File: config.mk
export PLATFORM = sky130hd
export DESIGN_NAME = lbc_cfg_regs
export DESIGN_NICKNAME = d
export VERILOG_FILES = /design/src/rtl/lbc_pkg.sv /design/src/rtl/lbc_cfg_regs.sv
export SDC_FILE = /design/constraint.sdc
export NUM_CORES = 1
export LEC_CHECK = 0
export BUFFER_PORTS_ARGS = -buffer_cell sky130_fd_sc_hd__clkbuf_2
export CORE_MARGIN = 3
export CORE_UTILIZATION = 45
export DETAILED_ROUTE_END_ITERATION = 8
export GPL_ROUTABILITY_DRIVEN = 0
export PLACE_DENSITY = 0.9
export SYNTH_ARGS = -nofsm -noshare
export SYNTH_HDL_FRONTEND = slang
export SYNTH_SLANG_ARGS = --single-unit
File: constraint.sdc
create_clock -name clk -period 1.15 [get_ports clk]
set_input_delay 0.0575 -clock clk [delete_from_list [all_inputs] [get_ports clk]]
set_output_delay 0.0575 -clock clk [all_outputs]
set_load 0.01 [all_outputs]
File: src/rtl/lbc_pkg.sv
package lbc_pkg;

  localparam int MAX_WIDTH_DEF = 2048;

  localparam int PIX_W   = 8;
  localparam int CODE_W  = 8;
  localparam int COL_W   = 11;
  localparam int ROW_W   = 16;
  localparam int CFG_WW  = 12;
  localparam int CFG_HW  = 16;
  localparam int APB_DW  = 32;
  localparam int PADDR_W = 3;

  localparam logic [CFG_WW-1:0] WIDTH_RESET  = CFG_WW'(640);
  localparam logic [CFG_HW-1:0] HEIGHT_RESET = CFG_HW'(480);

  // results one pixel can cause
  localparam int MAX_RES = 3;
  localparam int CNT_W   = $clog2(MAX_RES + 1);

  localparam int FIFO_DEPTH = 8;
  localparam int FIFO_PTR_W = $clog2(FIFO_DEPTH);
  localparam int FIFO_LVL_W = $clog2(FIFO_DEPTH + 1);

  typedef enum logic {
    REG_IMAGE_WIDTH  = 1'b0,
    REG_IMAGE_HEIGHT = 1'b1
  } reg_idx_t;

  typedef struct packed {
    logic [CODE_W-1:0] code;
    logic [ROW_W-1:0]  row;
    logic [COL_W-1:0]  col;
    logic              run_last;
    logic              frame_done;
  } res_t;

  typedef struct packed {
    logic             valid;
    logic             interior;
    logic [PIX_W-1:0] px;
    logic [PIX_W-1:0] up;
    logic [PIX_W-1:0] mid;
  } win_req_t;

endpackage

File: src/rtl/lbc_cfg_regs.sv
module lbc_cfg_regs (
  input  logic                        clk,
  input  logic                        rst,
  input  logic                        psel,
  input  logic                        penable,
  input  logic                        pwrite,
  input  logic [lbc_pkg::PADDR_W-1:0] paddr,
  input  logic [lbc_pkg::APB_DW-1:0]  pwdata,
  output logic [lbc_pkg::APB_DW-1:0]  prdata,
  output logic                        pready,
  output logic [lbc_pkg::CFG_WW-1:0]  image_width,
  output logic [lbc_pkg::CFG_HW-1:0]  image_height
);
  import lbc_pkg::*;

  reg_idx_t sel;
  logic     wr;

  // byte offset bits are ignored
  assign sel    = reg_idx_t'(paddr[2]);
  assign wr     = psel & penable & pwrite;
  assign pready = 1'b1;

  always_ff @(posedge clk) begin
    if (rst) begin
      image_width  <= WIDTH_RESET;
      image_height <= HEIGHT_RESET;
    end else if (wr) begin
      case (sel)
        REG_IMAGE_WIDTH:  image_width  <= pwdata[CFG_WW-1:0];
        REG_IMAGE_HEIGHT: image_height <= pwdata[CFG_HW-1:0];
        default: ;
      endcase
    end
  end

  always_comb begin
    case (sel)
      REG_IMAGE_WIDTH:  prdata = APB_DW'(image_width);
      REG_IMAGE_HEIGHT: prdata = APB_DW'(image_height);
      default:          prdata = '0;
    endcase
  end

endmodule

==> key figures <==
Synth
  – Number of synthesized flops with an enable pin: 0
  – Sequential share of the synthesized area: 37.0%
  – Ys async rst share: 0%
  – Area of the mapped netlist: 0.00152 mm2
  – Avg Cell Area, Syn: 9.98 um2
  – Share of the synthesized area in the top cell type: 37.0%
  – Top post-synthesis cells by count: nand2b_1, dfxtp_1, mux2i_1, buf_4, mux2_2
  – Leading area contributor after synthesis: dfxtp_1
  – Largest cells by area after synthesis: dfxtp_1, mux2i_1, nand2b_1
  – Top FF cell, synth: dfxtp_1
  – Most instantiated library cell after synthesis: nand2b_1
  – Number of distinct library cells after synthesis: 16
  – Number of synthesis warnings: 0
  – Synthesis-stage register bit count: 28
  – Cells after Synth: 152

Place
  – Placed instance area: 0.00182 mm2
  – Post-Place Worst Slack: 0.231 ns
  – Number of port buffers: 65
  – DPL Wire Length: 2300 um

Cells and area
  – Post-Route Utilization: 69.6%
  – Layout overhead on the synthesized area: 43.6%
  – Post-route standard cell area excluding fillers: 0.00218 mm2
  – Diode insertion count for antenna repair: 0
  – Final Net Count: 282
  – Number of fillers in the final layout: 257
  – Layout cells sized above 1: 49.4%

Timing
  – Crit share post-route: 98.8%
  – Setup repair after global routing missed its margin: true
  – Fin crit period: 1.14 ns
  – Final Skew: 0 ns
  – Final Slew Violations: 0
  – Sum of negative setup slack: 0 ns
  – Fin Hold WS: 0.150 ns
  – Worst Setup Slack, final: 0.0137 ns
  – Achievable frequency: 880 MHz
  – Final Hold Viols: 0
  – # setup viols final: 0

Detailed routing
  – Detail Route Antenna Nets: 0
  – Number of vias after detailed routing: 1,276
  – # DRC: 0
  – Detailed-route vias per instance: 4.48
  – Final routed wirelength across all metal layers: 3510 um
  – DR WL/cell: 12.3 um
  – DRT iter0 DRCs: 74
  – DRT Pass-1 Iters: 4

Critical path
  – Required time at the endpoint of the critical path: 1.09 ns
  – Startpoint types: flip-flop
  – Arrival time of the worst setup path: 1.08 ns
  – Crit Path Class: flip-flop to output pin
  – Crit path max fanout: 3
  – Worst setup startpoint: image_height[7]
  – Source of the worst register-to-register timing path: image_height[5]
  – Critical path capture point type: output pin

Global route
  – Initial antenna violation count: 0
  – Gr ovfl total: 0
  – Total Routing Usage GR: 16.5%
  – Maximum number of pins on one net before global-route repair: 49
  – Vias in the first global route: 1,120
  – Wire length of the first global-routing pass: 5350 um

CTS
  – Clk root buf: clkbuf_4
  – Maximum clock insertion buffer count: 2
  – Cts bufs inserted: 3
  – CTS clock-pin slew for the worst setup and hold paths: 0.16 ns
  – CTS tree: done
  – Clock sink count: 28
  – Insertion delay of the later-clocked pin in the worst-skew pair: 0.33 ns
  – # H-tree levels: 1

Pwr
  – Power density over the cells: 917 mW/mm2
  – Worst supply voltage drop on vdd: 0.882 mV
  – Lkg Pwr: 1.05 nW

Floorplanning
  – Floorplan row count: 20
  – Initial Utilization: 48.5%
  – Ports placed on the boundary: 101
  – Die Footprint: 0.00410 mm2
  – Placeable core area: 0.00313 mm2
  – Chip Width: 64.1 um
  – Die H: 64.1 um

Hold path
  – Worst hold-check path type: input port to flip-flop
  – Start point of the worst hold path: pwrite

Run status
  – Run status: complete, no violations

Job
  – Max cap viols: 0
per-stage QoR:
step	power, W	instances
after global routing	0.00209	285
after floorplan	0.00125	167
after detailed placement	0.00131	254
after global placement	0.00130	254
after CTS	0.00199	274
final	0.00200	285
cell type report:
| cell class | count | area (um2) | share of cell area (%) |
|---|---|---|---|
| multi-input cells | 113 | 835 | 38.3 |
| clock inverters | 1 | 30.0 | 1.38 |
| clock buffers | 3 | 22.5 | 1.03 |
| well taps | 44 | 55.1 | 2.53 |
| repair buffers | 96 | 648 | 29.8 |
| flip-flops and latches | 28 | 587 | 27.0 |
where the power goes:
group / switching (W) / leakage (nW) / internal (W) / total (W)
sequential: 0.0000147 / 0.233 / 0.000994 / 0.00101
clock: 0.000289 / 0.0279 / 0.000353 / 0.000641
combinational: 0.000161 / 0.790 / 0.000185 / 0.000346
metal layers:
metal / vias up / GRT usage (%) / share of wire, %
met5: - / 0 / 0
met4: 0 / 3.23 / 0.48
met3: 2 / 3.51 / 5.4
met2: 42 / 29.4 / 54
met1: 590 / 20.1 / 40
li1: 642 / - / -
cell usage in the layout (no fill, tap or decap):
master	instances
clkbuf_2	61
nand2b_1	37
mux2i_1	28
dfxtp_2	21
conb_1	17
dlygate4sd3_1	16
buf_4	13
nor2_1	11
mux2_2	8
dfxtp_1	7
and2_1	4
mux2_4	4
buf_6	4
clkbuf_4	3
buf_12	2
and4b_1	1
and4_4	1
nand4_2	1
nand4b_1	1
bufinv_16	1
registers in the layout, indices dropped and copies added (netlist names):
signal,flops
image_height,16
image_width,12
worst max-delay path, stage by stage, from the launching register on:
cell and delay [ns]:
dfxtp_2 0.36, mux2_2 0.26, clkbuf_2 0.13
kinds of logic (layout without fill, tap and decap cells):
kind of cell           count (synthesis)  count (layout)  synth area share (%)
AND/OR/NAND/NOR                       56              56                  22.4
other                                  2              17                 0.495
flip-flops                            28              28                  37.0
multiplexers                          40              40                  27.4
buffers and inverters                 26             100                  12.7
worst paths after layout:
check                     to  slack, ns  depth (start not counted)
max                prdata[7]       0.01                          2
min          image_height[0]       0.15                          3
max reg2reg  image_height[5]       0.40                          3
min reg2reg   image_width[4]       0.49                          2
timing repair:
| item | CTS | global route |
|---|---|---|
| hold buffers | 16 | 0 |
| hold endpoints to repair | 24 | 0 |
| gates resized for setup | 0 | 33 |
| setup endpoints to repair | 0 | 12 |
| setup buffers | 0 | 11 |
(Power assumes the default switching activity.)
