**src/rtl/lbc_pkg.sv**
```systemverilog
package lbc_pkg;

  localparam int MAX_WIDTH_DEF = 2048;

  localparam int PIX_W   = 8;
  localparam int CODE_W  = 8;
  localparam int COL_W   = 11;
  localparam int ROW_W   = 16;
  localparam int CFG_WW  = 12;
  localparam int CFG_HW  = 16;
  localparam int APB_DW  = 32;
  localparam int PADDR_W = 3;

  localparam logic [CFG_WW-1:0] WIDTH_RESET  = CFG_WW'(640);
  localparam logic [CFG_HW-1:0] HEIGHT_RESET = CFG_HW'(480);

  // results one pixel can cause
  localparam int MAX_RES = 3;
  localparam int CNT_W   = $clog2(MAX_RES + 1);

  localparam int FIFO_DEPTH = 8;
  localparam int FIFO_PTR_W = $clog2(FIFO_DEPTH);
  localparam int FIFO_LVL_W = $clog2(FIFO_DEPTH + 1);

  typedef enum logic {
    REG_IMAGE_WIDTH  = 1'b0,
    REG_IMAGE_HEIGHT = 1'b1
  } reg_idx_t;

  typedef struct packed {
    logic [CODE_W-1:0] code;
    logic [ROW_W-1:0]  row;
    logic [COL_W-1:0]  col;
    logic              run_last;
    logic              frame_done;
  } res_t;

  typedef struct packed {
    logic             valid;
    logic             interior;
    logic [PIX_W-1:0] px;
    logic [PIX_W-1:0] up;
    logic [PIX_W-1:0] mid;
  } win_req_t;

endpackage

```
**src/rtl/lbc_result_fifo.sv**
```systemverilog
module lbc_result_fifo (
  input  logic                            clk,
  input  logic                            rst,
  input  lbc_pkg::res_t                   push_data [lbc_pkg::MAX_RES],
  input  logic [lbc_pkg::CNT_W-1:0]       push_cnt,
  input  logic                            pop,
  output lbc_pkg::res_t                   head,
  output logic                            not_empty,
  output logic [lbc_pkg::FIFO_LVL_W-1:0]  level
);
  import lbc_pkg::*;

  res_t                  mem [FIFO_DEPTH];
  logic [FIFO_PTR_W-1:0] wptr;
  logic [FIFO_PTR_W-1:0] rptr;

  assign head      = mem[rptr];
  assign not_empty = level != '0;

  always_ff @(posedge clk) begin
    for (int i = 0; i < MAX_RES; i++) begin
      if (CNT_W'(i) < push_cnt) begin
        mem[wptr + FIFO_PTR_W'(i)] <= push_data[i];
      end
    end
  end

  always_ff @(posedge clk) begin
    if (rst) begin
      wptr  <= '0;
      rptr  <= '0;
      level <= '0;
    end else begin
      wptr  <= wptr + FIFO_PTR_W'(push_cnt);
      rptr  <= rptr + FIFO_PTR_W'(pop);
      level <= level + FIFO_LVL_W'(push_cnt) - FIFO_LVL_W'(pop);
    end
  end

endmodule

```
**config.mk**
```make
export PLATFORM = sky130hd
export DESIGN_NAME = lbc_result_fifo
export DESIGN_NICKNAME = d
export VERILOG_FILES = /design/src/rtl/lbc_pkg.sv /design/src/rtl/lbc_result_fifo.sv
export SDC_FILE = /design/constraint.sdc
export NUM_CORES = 1
export LEC_CHECK = 0
export BUFFER_PORTS_ARGS = -buffer_cell sky130_fd_sc_hd__clkbuf_2
export CAP_MARGIN = 25
export CORE_UTILIZATION = 60
export CTS_CLUSTER_DIAMETER = 60
export DETAILED_ROUTE_END_ITERATION = 10
export PLACE_DENSITY_LB_ADDON = 0.3
export SLEW_MARGIN = 40
export SYNTH_ARGS = -nofsm -noshare
export SYNTH_HDL_FRONTEND = slang
export SYNTH_SLANG_ARGS = --single-unit
```
**constraint.sdc**
```tcl
create_clock -name clk -period 5.3 [get_ports clk]
set_input_delay 0.53 -clock clk [delete_from_list [all_inputs] [get_ports clk]]
set_output_delay 0.53 -clock clk [all_outputs]
set_load 0.01 [all_outputs]
```
==> impl_metrics.json <==
{
  "outcome": "completed",
  "num_antenna_cells": 0,
  "final_layout_size_suffix_gt1_share_pct": 18.8,
  "hold_viol_final": 0,
  "ctsHtreeMaxLevel": 2,
  "slew_headroom_pct": 43.3,
  "drt_pass1_iterations": 6,
  "cp_num_buf_inv": 2,
  "hold_buffers": 0,
  "skew_ns": 0.0112,
  "drc_errors": 0,
  "io_buffers": 157,
  "synth_top_area_share_pct": 43.7,
  "holdWs_ns": 0.384,
  "dpl.cell_count": 2477,
  "gp_congestion": 0.867,
  "syn_to_final_growth_pct": 9.51,
  "drtIter0Drc": 3306,
  "route.detailed.wl_per_inst_um": 27.4,
  "critPathTopFamily": "flip-flops",
  "critPathKind": "register to register",
  "grt_max_degree": 109,
  "dp_slack_ns": 1.55,
  "synth_area_leader_cell": "edfxtp_1",
  "finalNonFillerCells": 2547,
  "period_needed_ns": 3.67,
  "tightest_slew_ns": 0.851,
  "numCtsBuffers": 38,
  "synth_nets": 2258,
  "layout_worst_path_cycle_share_pct": 69.2,
  "grt.total_usage_pct": 40.2,
  "grt_overflow": 0,
  "fin_setup_tns_ns": 0,
  "fill_cells": 2514,
  "min_path_type": "primary input to register",
  "arrival_ns": 3.87,
  "ys_seq_area_share_pct": 44.7,
  "dp_hpwl_mm": 39.0,
  "cts_buffer_depth": 3,
  "cts_tree": "yes",
  "die_w_um": 186,
  "routed_via_density": 7.67,
  "post_cts_buffers": 0,
  "die_h_um": 186,
  "leakagePower_nw": 6.93,
  "yosys_register_bits": 306,
  "coreArea_um2": 33400,
  "antenna_found_initial": 0,
  "start_util_pct": 60.8,
  "avgSynthCellArea_um2": 9.55,
  "end_kind": "register",
  "critPathSlowestCell": "dfxtp_4",
  "syn_area_um2": 20300,
  "total_power_mw": 7.94,
  "cp-start-kind": "register",
  "max_cap_violations": 0,
  "ir_drop_v": 0.000238,
  "rsz0062_at_grt": "false",
  "synth_area_leaders": "edfxtp_1 44%, a31oi_1 9.1%, mux4_2 8.2%",
  "yosysWarningCount": 0,
  "clk_pin_slew_ns": 0.05,
  "clk_latency_ns": 0.53,
  "grt_first_pass_wirelength_mm": 105,
  "cp.required_ns": 5.50,
  "cts_root_buf": "clkbuf_16",
  "crit_fanout": 77,
  "rows": 67,
  "cts_resized": 0,
  "setup_viol": 0,
  "final_nets": 2199,
  "postRouteAntennaNets": 0,
  "syn_inst": 2130,
  "io_pins": 158,
  "cp_cell_sequence": "ha_4 > or3b_2 > o22ai_4 > buf_16 > buf_4",
  "synthDistinctLibCells": 36,
  "critical-path-max-stage-delay_ns": 0.89,
  "fmax_mhz": 273,
  "cts_sinks": 306,
  "vias": 19500,
  "powerDensity_nw_per_um2": 356,
  "routed_wirelength_mm": 69.7,
  "drv_slew": 0,
  "dieArea_um2": 34700,
  "setup_slack_ns": 1.63,
  "grt_pass1_vias": 18400
}
where the power goes:
| part | total (mW) | switching [mW] | internal, mW |
|---|---|---|---|
| sequential | 3.21 | 0.135 | 3.07 |
| clock | 2.49 | 1.03 | 1.46 |
| combinational | 2.24 | 1.50 | 0.739 |
| total | 7.94 | 2.67 | 5.27 |
final timing paths:
check,from,depth (start not counted),to,slack (ns)
worst min register to register,level[2]$_SDFF_PP0_,4,level[2]$_SDFF_PP0_,0.73
worst min-delay path,pop,3,rptr[0]$_SDFF_PP0_,0.38
worst max register to register,wptr[0]$_SDFF_PP0_,5,mem[1][4]$_DFFE_PP_,1.63
worst max-delay path,wptr[0]$_SDFF_PP0_,5,mem[1][4]$_DFFE_PP_,1.63
registers in the layout, summed over array words and instances (netlist names):
signal and cells:
mem 296, level 4, rptr 3, wptr 3
worst register-to-register path: stages, from the launching register on:
cell and delay, ns:
dfxtp_4 0.89, ha_4 0.46, or3b_2 0.80, o22ai_4 0.65, buf_16 0.24, buf_4 0.29
layout make-up:
| cell class | instances | area, µm² | share of cell area [%] |
|---|---|---|---|
| multi-input combinational | 1507 | 10200 | 45.6 |
| sequential | 306 | 9100 | 40.8 |
| timing repair buffer | 206 | 1250 | 5.59 |
| clock buffer | 51 | 1060 | 4.77 |
| tap | 448 | 561 | 2.52 |
| clock inverter | 17 | 113 | 0.505 |
| inverter | 12 | 45.0 | 0.202 |
Yosys cell counts:
| cell | n |
|---|---|
| fa_1 | 2 |
| or2_1 | 8 |
| nand2_1 | 299 |
| mux4_2 | 74 |
| nand2b_1 | 1 |
| and4_1 | 37 |
| clkbuf_2 | 1 |
| xor2_1 | 1 |
| o21ai_0 | 290 |
| nor3_1 | 296 |
| buf_2 | 41 |
| maj3_1 | 1 |
| xnor2_1 | 4 |
| o32a_1 | 2 |
| or3b_4 | 1 |
| nor2b_1 | 7 |
| and4b_1 | 74 |
| buf_4 | 3 |
| o21ai_1 | 6 |
| o22ai_1 | 8 |
| inv_1 | 12 |
| a31oi_1 | 296 |
| dfxtp_1 | 10 |
| nor2_1 | 5 |
| ha_1 | 10 |
| a21oi_1 | 1 |
| nand3b_1 | 4 |
| nor4bb_1 | 37 |
| buf_6 | 7 |
| or3b_1 | 1 |
| nand3_1 | 3 |
| clkbuf_1 | 206 |
| edfxtp_1 | 296 |
| a21o_1 | 1 |
| buf_1 | 47 |
| mux2_2 | 38 |
through the flow:
| step | instance area (µm²) | utilization [%] |
|---|---|---|
| after floorplan | 20300 | - |
| after global placement | 21000 | 62.7 |
| after detailed placement | 21100 | 63.0 |
| after CTS | 22200 | 66.5 |
| after global routing | 22300 | 66.6 |
| final | 22300 | 66.6 |
routing by layer:
| layer | vias to the layer above | routed length, µm | GRT usage, % |
|---|---|---|---|
| li1 | 8134 | - | - |
| met1 | 9069 | 24100 | 54.7 |
| met2 | 2010 | 30500 | 60.0 |
| met3 | 333 | 11600 | 9.75 |
| met4 | 0 | 3480 | 21.0 |
| met5 | - | 0 | 0 |
kinds of logic (layout without fill, tap and decap cells):
| kind of cell | count (synthesis) | in the layout | synth area share, % |
|---|---|---|---|
| buffers and inverters | 317 | 286 | 6.42 |
| AND/OR/NAND/NOR | 773 | 773 | 20.8 |
| flip-flops | 306 | 306 | 44.7 |
| XOR/XNOR | 5 | 5 | 0.215 |
| adder cells (fa/ha/maj) | 13 | 13 | 0.861 |
| AO/OA/AOI/OAI | 604 | 604 | 16.8 |
| multiplexers | 112 | 112 | 10.3 |
placed cells by master, fill, tap and decap left out, types with 38 or more instances in the layout:
master,n
a31oi_1,296
and4b_1,74
clkbuf_16,41
clkbuf_2,156
edfxtp_1,296
mux2_2,38
mux4_2,74
nand2_1,298
nor3_1,296
o21ai_0,290
Power figures use the tool's default switching activity.
