`src/rtl/lbc_pkg.sv`:
```
package lbc_pkg;

  localparam int MAX_WIDTH_DEF = 2048;

  localparam int PIX_W   = 8;
  localparam int CODE_W  = 8;
  localparam int COL_W   = 11;
  localparam int ROW_W   = 16;
  localparam int CFG_WW  = 12;
  localparam int CFG_HW  = 16;
  localparam int APB_DW  = 32;
  localparam int PADDR_W = 3;

  localparam logic [CFG_WW-1:0] WIDTH_RESET  = CFG_WW'(640);
  localparam logic [CFG_HW-1:0] HEIGHT_RESET = CFG_HW'(480);

  // results one pixel can cause
  localparam int MAX_RES = 3;
  localparam int CNT_W   = $clog2(MAX_RES + 1);

  localparam int FIFO_DEPTH = 8;
  localparam int FIFO_PTR_W = $clog2(FIFO_DEPTH);
  localparam int FIFO_LVL_W = $clog2(FIFO_DEPTH + 1);

  typedef enum logic {
    REG_IMAGE_WIDTH  = 1'b0,
    REG_IMAGE_HEIGHT = 1'b1
  } reg_idx_t;

  typedef struct packed {
    logic [CODE_W-1:0] code;
    logic [ROW_W-1:0]  row;
    logic [COL_W-1:0]  col;
    logic              run_last;
    logic              frame_done;
  } res_t;

  typedef struct packed {
    logic             valid;
    logic             interior;
    logic [PIX_W-1:0] px;
    logic [PIX_W-1:0] up;
    logic [PIX_W-1:0] mid;
  } win_req_t;

endpackage

```
`src/rtl/lbc_window.sv`:
```
module lbc_window (
  input  logic                       clk,
  input  logic                       rst,
  input  lbc_pkg::win_req_t          req,
  output logic [lbc_pkg::CODE_W-1:0] code
);
  import lbc_pkg::*;

  // 0..2: column c-1 top/mid/bottom, 3..5: column c-2
  logic [PIX_W-1:0] win [6];
  logic [PIX_W-1:0] ctr;
  logic [CODE_W-1:0] raw;

  assign ctr = win[1];

  always_comb begin
    raw[0] = ctr < win[4];   // left
    raw[1] = ctr < win[5];   // below-left
    raw[2] = ctr < win[2];   // below
    raw[3] = ctr < req.px;   // below-right
    raw[4] = ctr < req.mid;  // right
    raw[5] = ctr < req.up;   // above-right
    raw[6] = ctr < win[0];   // above
    raw[7] = ctr < win[3];   // above-left
    code   = req.interior ? raw : '0;
  end

  always_ff @(posedge clk) begin
    if (rst) begin
      for (int i = 0; i < 6; i++) begin
        win[i] <= '0;
      end
    end else if (req.valid) begin
      win[3] <= win[0];
      win[4] <= win[1];
      win[5] <= win[2];
      win[0] <= req.up;
      win[1] <= req.mid;
      win[2] <= req.px;
    end
  end

endmodule

```
`config.mk`:
```
export PLATFORM = sky130hd
export DESIGN_NAME = lbc_window
export DESIGN_NICKNAME = d
export VERILOG_FILES = /design/src/rtl/lbc_pkg.sv /design/src/rtl/lbc_window.sv
export SDC_FILE = /design/constraint.sdc
export NUM_CORES = 1
export LEC_CHECK = 0
export BUFFER_PORTS_ARGS = -buffer_cell sky130_fd_sc_hd__buf_4
export CAP_MARGIN = 10
export CELL_PAD_IN_SITES_DETAIL_PLACEMENT = 1
export CELL_PAD_IN_SITES_GLOBAL_PLACEMENT = 1
export CORE_UTILIZATION = 51
export DETAILED_ROUTE_END_ITERATION = 8
export GPL_ROUTABILITY_DRIVEN = 0
export GPL_TIMING_DRIVEN = 0
export PLACE_DENSITY_LB_ADDON = 0.1
export SLEW_MARGIN = 20
export SYNTH_ARGS = -nofsm -noshare
export SYNTH_HDL_FRONTEND = slang
export SYNTH_SLANG_ARGS = --single-unit
```
`constraint.sdc`:
```
create_clock -name clk -period 2.1 [get_ports clk]
set_input_delay 0.105 -clock clk [delete_from_list [all_inputs] [get_ports clk]]
set_output_delay 0.105 -clock clk [all_outputs]
set_load 0.005 [all_outputs]
```
==> metrics.log, run 1 <==
INFO  metric detail_route.wl_per_cell = just over 20 um
INFO  metric leakagePower = approximately 1.9 nW
INFO  metric cts_max_path_buffers = 2
INFO  metric proportion_of_layout_cells_with_a_drive_suffix_above_1 = a little under a third
INFO  metric starting_density_of_the_core = 54.2%
INFO  metric ios = 36
INFO  metric place_inst = 390
INFO  metric power.switching_fraction = 30.0%
INFO  metric dpl_cell_area = 0.00364 mm^2
INFO  metric cell_depth_of_the_worst_hold_path = 2
INFO  metric final_min_period_over_clock_period = 104%
INFO  metric seq_power_share = around half
INFO  metric tritoncts_num_sinks = 48
INFO  metric dr.pass1.iters = 4
INFO  metric fp.dieW = 82.2 um
INFO  metric cts_tree = built
INFO  metric most-common-layout-cells = inv_1, buf_4, edfxtp_1, and2_1, ha_1
INFO  metric worst_setup_path_start_kind = register
INFO  metric tightestPinTransition = 0.670 ns
INFO  metric fin_skew = 0.0141 ns
INFO  metric fin_area = 0.00407 mm^2
INFO  metric first_iter_violations = 114
INFO  metric maxSlewHeadroom = 55.3%
INFO  metric timing.hold.worst.class = in -> reg
INFO  metric synth_sequential_area_ratio = 43.9%
INFO  metric ff_to_ff_path_depth = 1
INFO  metric final-hold-violation-count = 0
INFO  metric final-max-slew-violation-count = 0
INFO  metric place_worst_setup_slack = about 0.13 ns
INFO  metric power_frac_comb = about 28%
INFO  metric antenna_found_initial = 0
INFO  metric htree_num_levels = 2
INFO  metric dieHeight = a little over 80 um
INFO  metric post-route-drc-count = 0
INFO  metric routed_via_density = ~5.7
INFO  metric cp_data_required_time = around 2 ns
INFO  metric timing.reg2reg.setup_slack = roughly 0.95 ns
INFO  metric vias = about 2.4k
INFO  metric worst_ir_drop_vdd = 0.000352 V
INFO  metric proportion_of_power_drawn_by_the_clock_network = 23.4%
INFO  metric grt_pass1_vias = approximately 2.5k
INFO  metric routed_wl = 8.68 mm
INFO  metric unrepaired_setup_endpoints_after_global_routing = true
INFO  metric hold_path.startpoint = req[6]
INFO  metric run_status = finished with violations
INFO  metric cell_internal_pwr = between 0.0015 and 0.002 W
INFO  metric placement_rows = 28
INFO  metric area_growth_syn_to_layout = 23.8%
INFO  metric final-setup-viol-count = 2
INFO  metric switching_power_summed_over_all_nets = 0.000731 W
INFO  metric placeableCoreArea = 0.00606 mm^2
INFO  metric failed_checks = negative setup slack
INFO  metric final.min_clock_period = 2.19 ns
INFO  metric clk_pin_slew = 0.10 ns
INFO  metric grt_util_all_layers = 25.6%
INFO  metric worstHoldEndpoint = win[0][14]$_SDFFCE_PN0P_
INFO  metric max_freq = roughly 460 MHz
INFO  metric postRouteAntennaNets = 0
INFO  metric grt-ovfl-total = 0
INFO  metric worst_slack = -0.0928 ns
INFO  metric pin_count_of_the_biggest_net_entering_global_routing = 49
INFO  metric post_synth_inst_count = 280
INFO  metric maxCapViolations = 0
INFO  metric cts-root-buf = clkbuf_8
INFO  metric largest_reg_flops = 48
INFO  metric largest_register = win
INFO  metric reg2reg_to = win[0][37]$_SDFFCE_PN0P_
INFO  metric synth_area_per_inst = 11.7 um^2
INFO  metric mappedNetlistArea = approximately 0.0033 mm^2
INFO  metric nets = ~430
INFO  metric synth_fp_nets = 364
INFO  metric mostFrequentLayoutCell = inv_1
INFO  metric area_of_the_die = slightly below 0.007 mm^2
INFO  metric yosys_register_bits = between 40 and 50
INFO  metric global_route_wire_length_before_repair = 12.2 mm
INFO  metric place.detailed.hpwl = a little over 5 mm
INFO  metric cp.arrival = between 2 and 2.5 ns
INFO  metric numPortBuffers = 35
INFO  metric timing.critical_path.fanout_max = 4
INFO  metric layout.cells.non_filler = 419
INFO  metric timing.setup.critical_path_class = reg -> out
INFO  metric synth.yosys.warnings = 0
INFO  metric pwr_density_cell = 599 mW/mm^2
INFO  metric cts-buffers-inserted = 5
INFO  metric timing.critical_path.to_type = primary output
INFO  metric insertion_delay = 0.32 ns
INFO  metric num_antenna_cells = 0
INFO  metric largestRegisters = win: 48 flops
INFO  metric worst_r2r_startpoint = win[0][13]$_SDFFCE_PN0P_
INFO  metric library_cells_used_by_synthesis = 19
-- kinds of logic (layout without fill, tap and decap cells) --
family	count (synthesis)	after routing	share of synthesized area, %
buffers and inverters	62	126	7.43
adder cells (fa/ha/maj)	56	56	21.3
flip-flops	48	48	43.9
AND/OR/NAND/NOR	66	66	14.2
AO/OA/AOI/OAI	48	48	13.1
-- metrics by stage --
stage	TNS [ns]	hold slack [ns]	power (W)	util, %
2_1_floorplan	0	0.303	0.00153	-
3_5_place_dp	0	0.400	0.00174	60.1
6_report	-0.146	0.0684	0.00243	67.1
4_1_cts	0	0.0817	0.00233	64.3
5_1_grt	-0.328	0.0748	0.00254	67.1
3_3_place_gp	0	0.395	0.00169	60.1
-- synthesized netlist by cell type --
master	count	area, um^2
ha_1	56	701
nor2b_2	1	8.76
and2_2	1	7.51
a21o_1	8	60.1
edfxtp_1	48	1440
a221oi_2	8	120
and2_1	47	294
buf_6	1	11.3
inv_1	56	210
clkbuf_2	2	10.0
a211oi_1	8	60.1
nor3b_2	8	100
clkbuf_1	2	7.51
nand2b_1	8	50.1
buf_2	1	5.00
o21ai_1	8	40.0
o211ai_1	8	60.1
or2_2	1	6.26
o2111a_1	8	90.1
-- worst max-delay path by stage --
stage	from	end	slack (ns)	cells after the start
floorplan	win[0][11]$_SDFFCE_PN0P_	code[6]	0.58	4
global placement	win[0][11]$_SDFFCE_PN0P_	code[1]	0.20	5
detailed placement	win[0][11]$_SDFFCE_PN0P_	code[6]	0.13	5
CTS	win[0][11]$_SDFFCE_PN0P_	code[1]	0.01	6
global route	win[0][11]$_SDFFCE_PN0P_	code[5]	-0.1	6
finish	win[0][12]$_SDFFCE_PN0P_	code[5]	-0.09	6
-- power groups by stage --
stage	sequential [W]	combinational [W]	clock, W
6_report	0.00117	0.000694	0.000570
3_3_place_gp	0.00122	0.000476	0
5_1_grt	0.00118	0.000765	0.000600
3_5_place_dp	0.00122	0.000511	0
2_1_floorplan	0.00119	0.000340	0
4_1_cts	0.00118	0.000602	0.000551
-- layer usage --
metal	vias up	share of wire [%]	wire, um	GRT usage (%)
li1	1117	-	-	-
met4	0	1.7	151	11.2
met2	68	52	4530	45.5
met5	-	0	0	0
met1	1194	42	3680	30.7
met3	13	3.7	324	3.52
-- what timing repair did --
item	in CTS	in global routing
setup buffers	11	10
pin swaps	1	16
endpoints found under the setup margin	8	8
gates resized for setup	12	15
hold buffers	0	0
-- cell type report --
class	count	area (um^2)
well taps	75	93.8
inverters	56	210
multi-input cells	170	1770
flip-flops and latches	48	1440
clock inverters	2	11.3
fillers	626	2000
clock buffers	6	72.6
repair buffers	56	435
plain buffers	6	33.8
-- critical path, cell delays in order (launching register included) --
cell,delay [ns]
edfxtp_1,0.45
buf_4,0.20
ha_1,0.22
a211oi_2,0.25
o21ai_1,0.14
a221oi_2,0.33
buf_4,0.17
(Power assumes the default switching activity.)
==> run 2: changes to the inputs <==
- RECOVER_POWER: unset -> 25
- REMOVE_ABC_BUFFERS: unset -> 1
==> metrics.log, run 2 (synthesized netlist as in run 1, its figures left out) <==
INFO  metric run_status = finished with violations
INFO  metric failed_checks = negative setup slack
INFO  metric nFillCells = 629 (+0.48%)
INFO  metric placeableCoreArea = 0.00606 mm^2 (unchanged)
INFO  metric maxSlewHeadroom = 32.8% (-22 points)
INFO  metric reg2reg_to = win[0][32]$_SDFFCE_PN0P_
INFO  metric timing.critical_path.fanout_max = 5 (+1)
INFO  metric cp.arrival = 2.00 ns (-0.09 ns)
INFO  metric fin_area = 0.00399 mm^2 (-2.0%)
INFO  metric cp_data_required_time = 2.00 ns (about the same)
INFO  metric register_area = 0.00144 mm^2 (unchanged)
INFO  metric timing.critical_path.to = code[6]
INFO  metric ff_to_ff_path_depth = 1 (unchanged)
INFO  metric postRouteAntennaNets = 0 (unchanged)
INFO  metric crit_start = win[0][9]$_SDFFCE_PN0P_
INFO  metric post-route-util = 65.8% (-1.3 points)
INFO  metric first_iter_violations = 85 (-25%)
INFO  metric detail_route.wl_per_cell = 19.2 um (-7.4%)
INFO  metric most-common-layout-cells = inv_1, edfxtp_1, ha_1, buf_4, and2_1
INFO  metric tightestPinTransition = 1.01 ns (+0.336 ns)
INFO  metric fp.dieW = 82.2 um (unchanged)
INFO  metric final_min_period_over_clock_period = 100% (-4.1 points)
INFO  metric tritoncts_num_sinks = 48 (unchanged)
INFO  metric placement_rows = 28 (unchanged)
INFO  metric htree_num_levels = 2 (unchanged)
INFO  metric switching_power_summed_over_all_nets = 0.000714 W (-2.3%)
INFO  metric cts-buffers-inserted = 5 (unchanged)
INFO  metric ios = 36 (unchanged)
INFO  metric pin_count_of_the_biggest_net_entering_global_routing = 49 (unchanged)
INFO  metric routed_via_density = 5.53 (-3.2%)
INFO  metric leakagePower = 1.83 nW (-3.4%)
INFO  metric cts_hold_buffers = 0 (unchanged)
INFO  metric final-hold-violation-count = 0 (unchanged)
INFO  metric global_route_wire_length_before_repair = 11.1 mm (-9.6%)
INFO  metric cts-root-buf = clkbuf_8
INFO  metric seq_power_share = 48.8% (+0.7 points)
INFO  metric insertion_delay = 0.31 ns (about the same)
INFO  metric multiInputGateArea = 0.00179 mm^2 (+1.6%)
INFO  metric place.detailed.hpwl = 5.14 mm (-0.39%)
INFO  metric pwr_density_cell = 603 mW/mm^2 (+0.70%)
INFO  metric power_frac_comb = 27.8% (-0.7 points)
INFO  metric cell_internal_pwr = 0.00169 W (-0.85%)
INFO  metric worst_slack = -0.00628 ns (+0.0865 ns)
INFO  metric timing.critical_path.to_type = primary output
INFO  metric numPortBuffers = 35 (unchanged)
INFO  metric cts_tree = built
INFO  metric timing.hold.worst.class = in -> reg
INFO  metric worst_ir_drop_vdd = 0.000422 V (+20%)
INFO  metric final.min_clock_period = 2.11 ns (-0.0865 ns)
INFO  metric antenna_found_initial = 0 (unchanged)
INFO  metric final-setup-viol-count = 1 (-1)
INFO  metric proportion_of_power_drawn_by_the_clock_network = 23.5% (about the same)
INFO  metric clk_pin_slew = 0.09 ns (about the same)
INFO  metric dpl_cell_area = 0.00364 mm^2 (about the same)
INFO  metric dr.pass1.iters = 4 (unchanged)
INFO  metric post-route-drc-count = 0 (unchanged)
INFO  metric largest_reg_flops = 48 (unchanged)
INFO  metric nets = 411 (-3.7%)
INFO  metric area_growth_syn_to_layout = 21.4%
INFO  metric maxCapViolations = 0 (unchanged)
INFO  metric timing.setup.critical_path_class = reg -> out
INFO  metric starting_density_of_the_core = 54.2% (unchanged)
INFO  metric routed_wl = 7.73 mm (-11%)
INFO  metric grt_util_all_layers = 22.9% (-2.7 points)
INFO  metric grt-ovfl-total = 0 (unchanged)
INFO  metric largest_register = win
INFO  metric worst_setup_path_start_kind = register
INFO  metric power.switching_fraction = 29.7% (-0.30 points)
INFO  metric report.power.total = 0.00240 W (-1.3%)
INFO  metric timing.reg2reg.setup_slack = 0.96 ns (about the same)
INFO  metric mostFrequentLayoutCell = inv_1
INFO  metric final-max-slew-violation-count = 0 (unchanged)
INFO  metric vias = 2,228 (-6.9%)
INFO  metric final.setup.tns = -0.00628 ns (+0.140 ns)
INFO  metric cts_max_path_buffers = 2 (unchanged)
INFO  metric max_freq = 475 MHz (+4.1%)
INFO  metric num_antenna_cells = 0 (unchanged)
INFO  metric dieHeight = 82.2 um (unchanged)
INFO  metric grt_pass1_vias = 2,258 (-9.0%)
INFO  metric area_of_the_die = 0.00676 mm^2 (unchanged)
INFO  metric largestRegisters = win: 48 flops
INFO  metric worst_r2r_startpoint = win[0][8]$_SDFFCE_PN0P_
INFO  metric proportion_of_layout_cells_with_a_drive_suffix_above_1 = 29.3% (-1.8 points)
INFO  metric final.hold.worst_slack = 0.0786 ns (+0.0102 ns)
INFO  metric unrepaired_setup_endpoints_after_global_routing = true
INFO  metric fin_skew = 0.00905 ns (-0.00507 ns)
==> run 2: power groups by stage <==
stage / clock network [W] / logic, W / registers, W
6_report: 0.000564 / 0.000667 / 0.00117
5_1_grt: 0.000595 / 0.000731 / 0.00118
4_1_cts: 0.000559 / 0.000580 / 0.00118
3_5_place_dp: 0 / 0.000520 / 0.00122
3_3_place_gp: 0 / 0.000476 / 0.00122
2_1_floorplan: 0 / 0.000329 / 0.00119
==> run 2: critical path, stage by stage (launching register included) <==
cell and delay, ns:
edfxtp_1 0.41, buf_6 0.16, ha_1 0.29, o211ai_1 0.25, o21ai_2 0.13, a221oi_2 0.30
buf_4 0.15
==> run 2: how the worst min path moves through the flow <==
stage	slack, ns	endpoint	startpoint	cells past startpoint
3_5_place_dp	0.40	win[0][23]$_SDFFCE_PN0P_	req[23]	2
3_3_place_gp	0.39	win[0][6]$_SDFFCE_PN0P_	req[14]	2
2_1_floorplan	0.30	win[0][0]$_SDFFCE_PN0P_	req[8]	1
5_1_grt	0.08	win[0][15]$_SDFFCE_PN0P_	req[7]	2
4_1_cts	0.08	win[0][23]$_SDFFCE_PN0P_	req[23]	2
6_report	0.08	win[0][23]$_SDFFCE_PN0P_	req[23]	2
==> run 2: layout make-up <==
cell class	count	share of cell area, %
Clock inverter	1	0.0942
Sequential cell	48	36.2
Multi-Input combinational cell	170	45.0
Clock buffer	7	1.92
Inverter	56	5.27
Tap cell	75	2.35
Timing Repair Buffer	46	9.17
==> run 2: repair_timing <==
action / CTS / global route
setup buffers: 6 / 3
resized for setup: 8 / 27
pin swaps: 3 / 21
cloned: 0 / 1
endpoints found under the setup margin: 8 / 8
==> run 2: per-stage QoR <==
| stage | setup slack [ns] | instances |
|---|---|---|
| 2_1_floorplan | 0.575 | 274 |
| 3_3_place_gp | 0.205 | 384 |
| 3_5_place_dp | 0.160 | 385 |
| 4_1_cts | -0.00259 | 399 |
| 5_1_grt | -0.0490 | 403 |
| 6_report | -0.00628 | 403 |
==> run 2: metal layers <==
metal,GRT usage (%),up-vias,part of all wire [%]
met2,41.2,34,53
met1,28.0,1101,44
met4,5.79,0,1.0
met5,0,-,0
li1,-,1086,-
met3,4.18,7,2.7
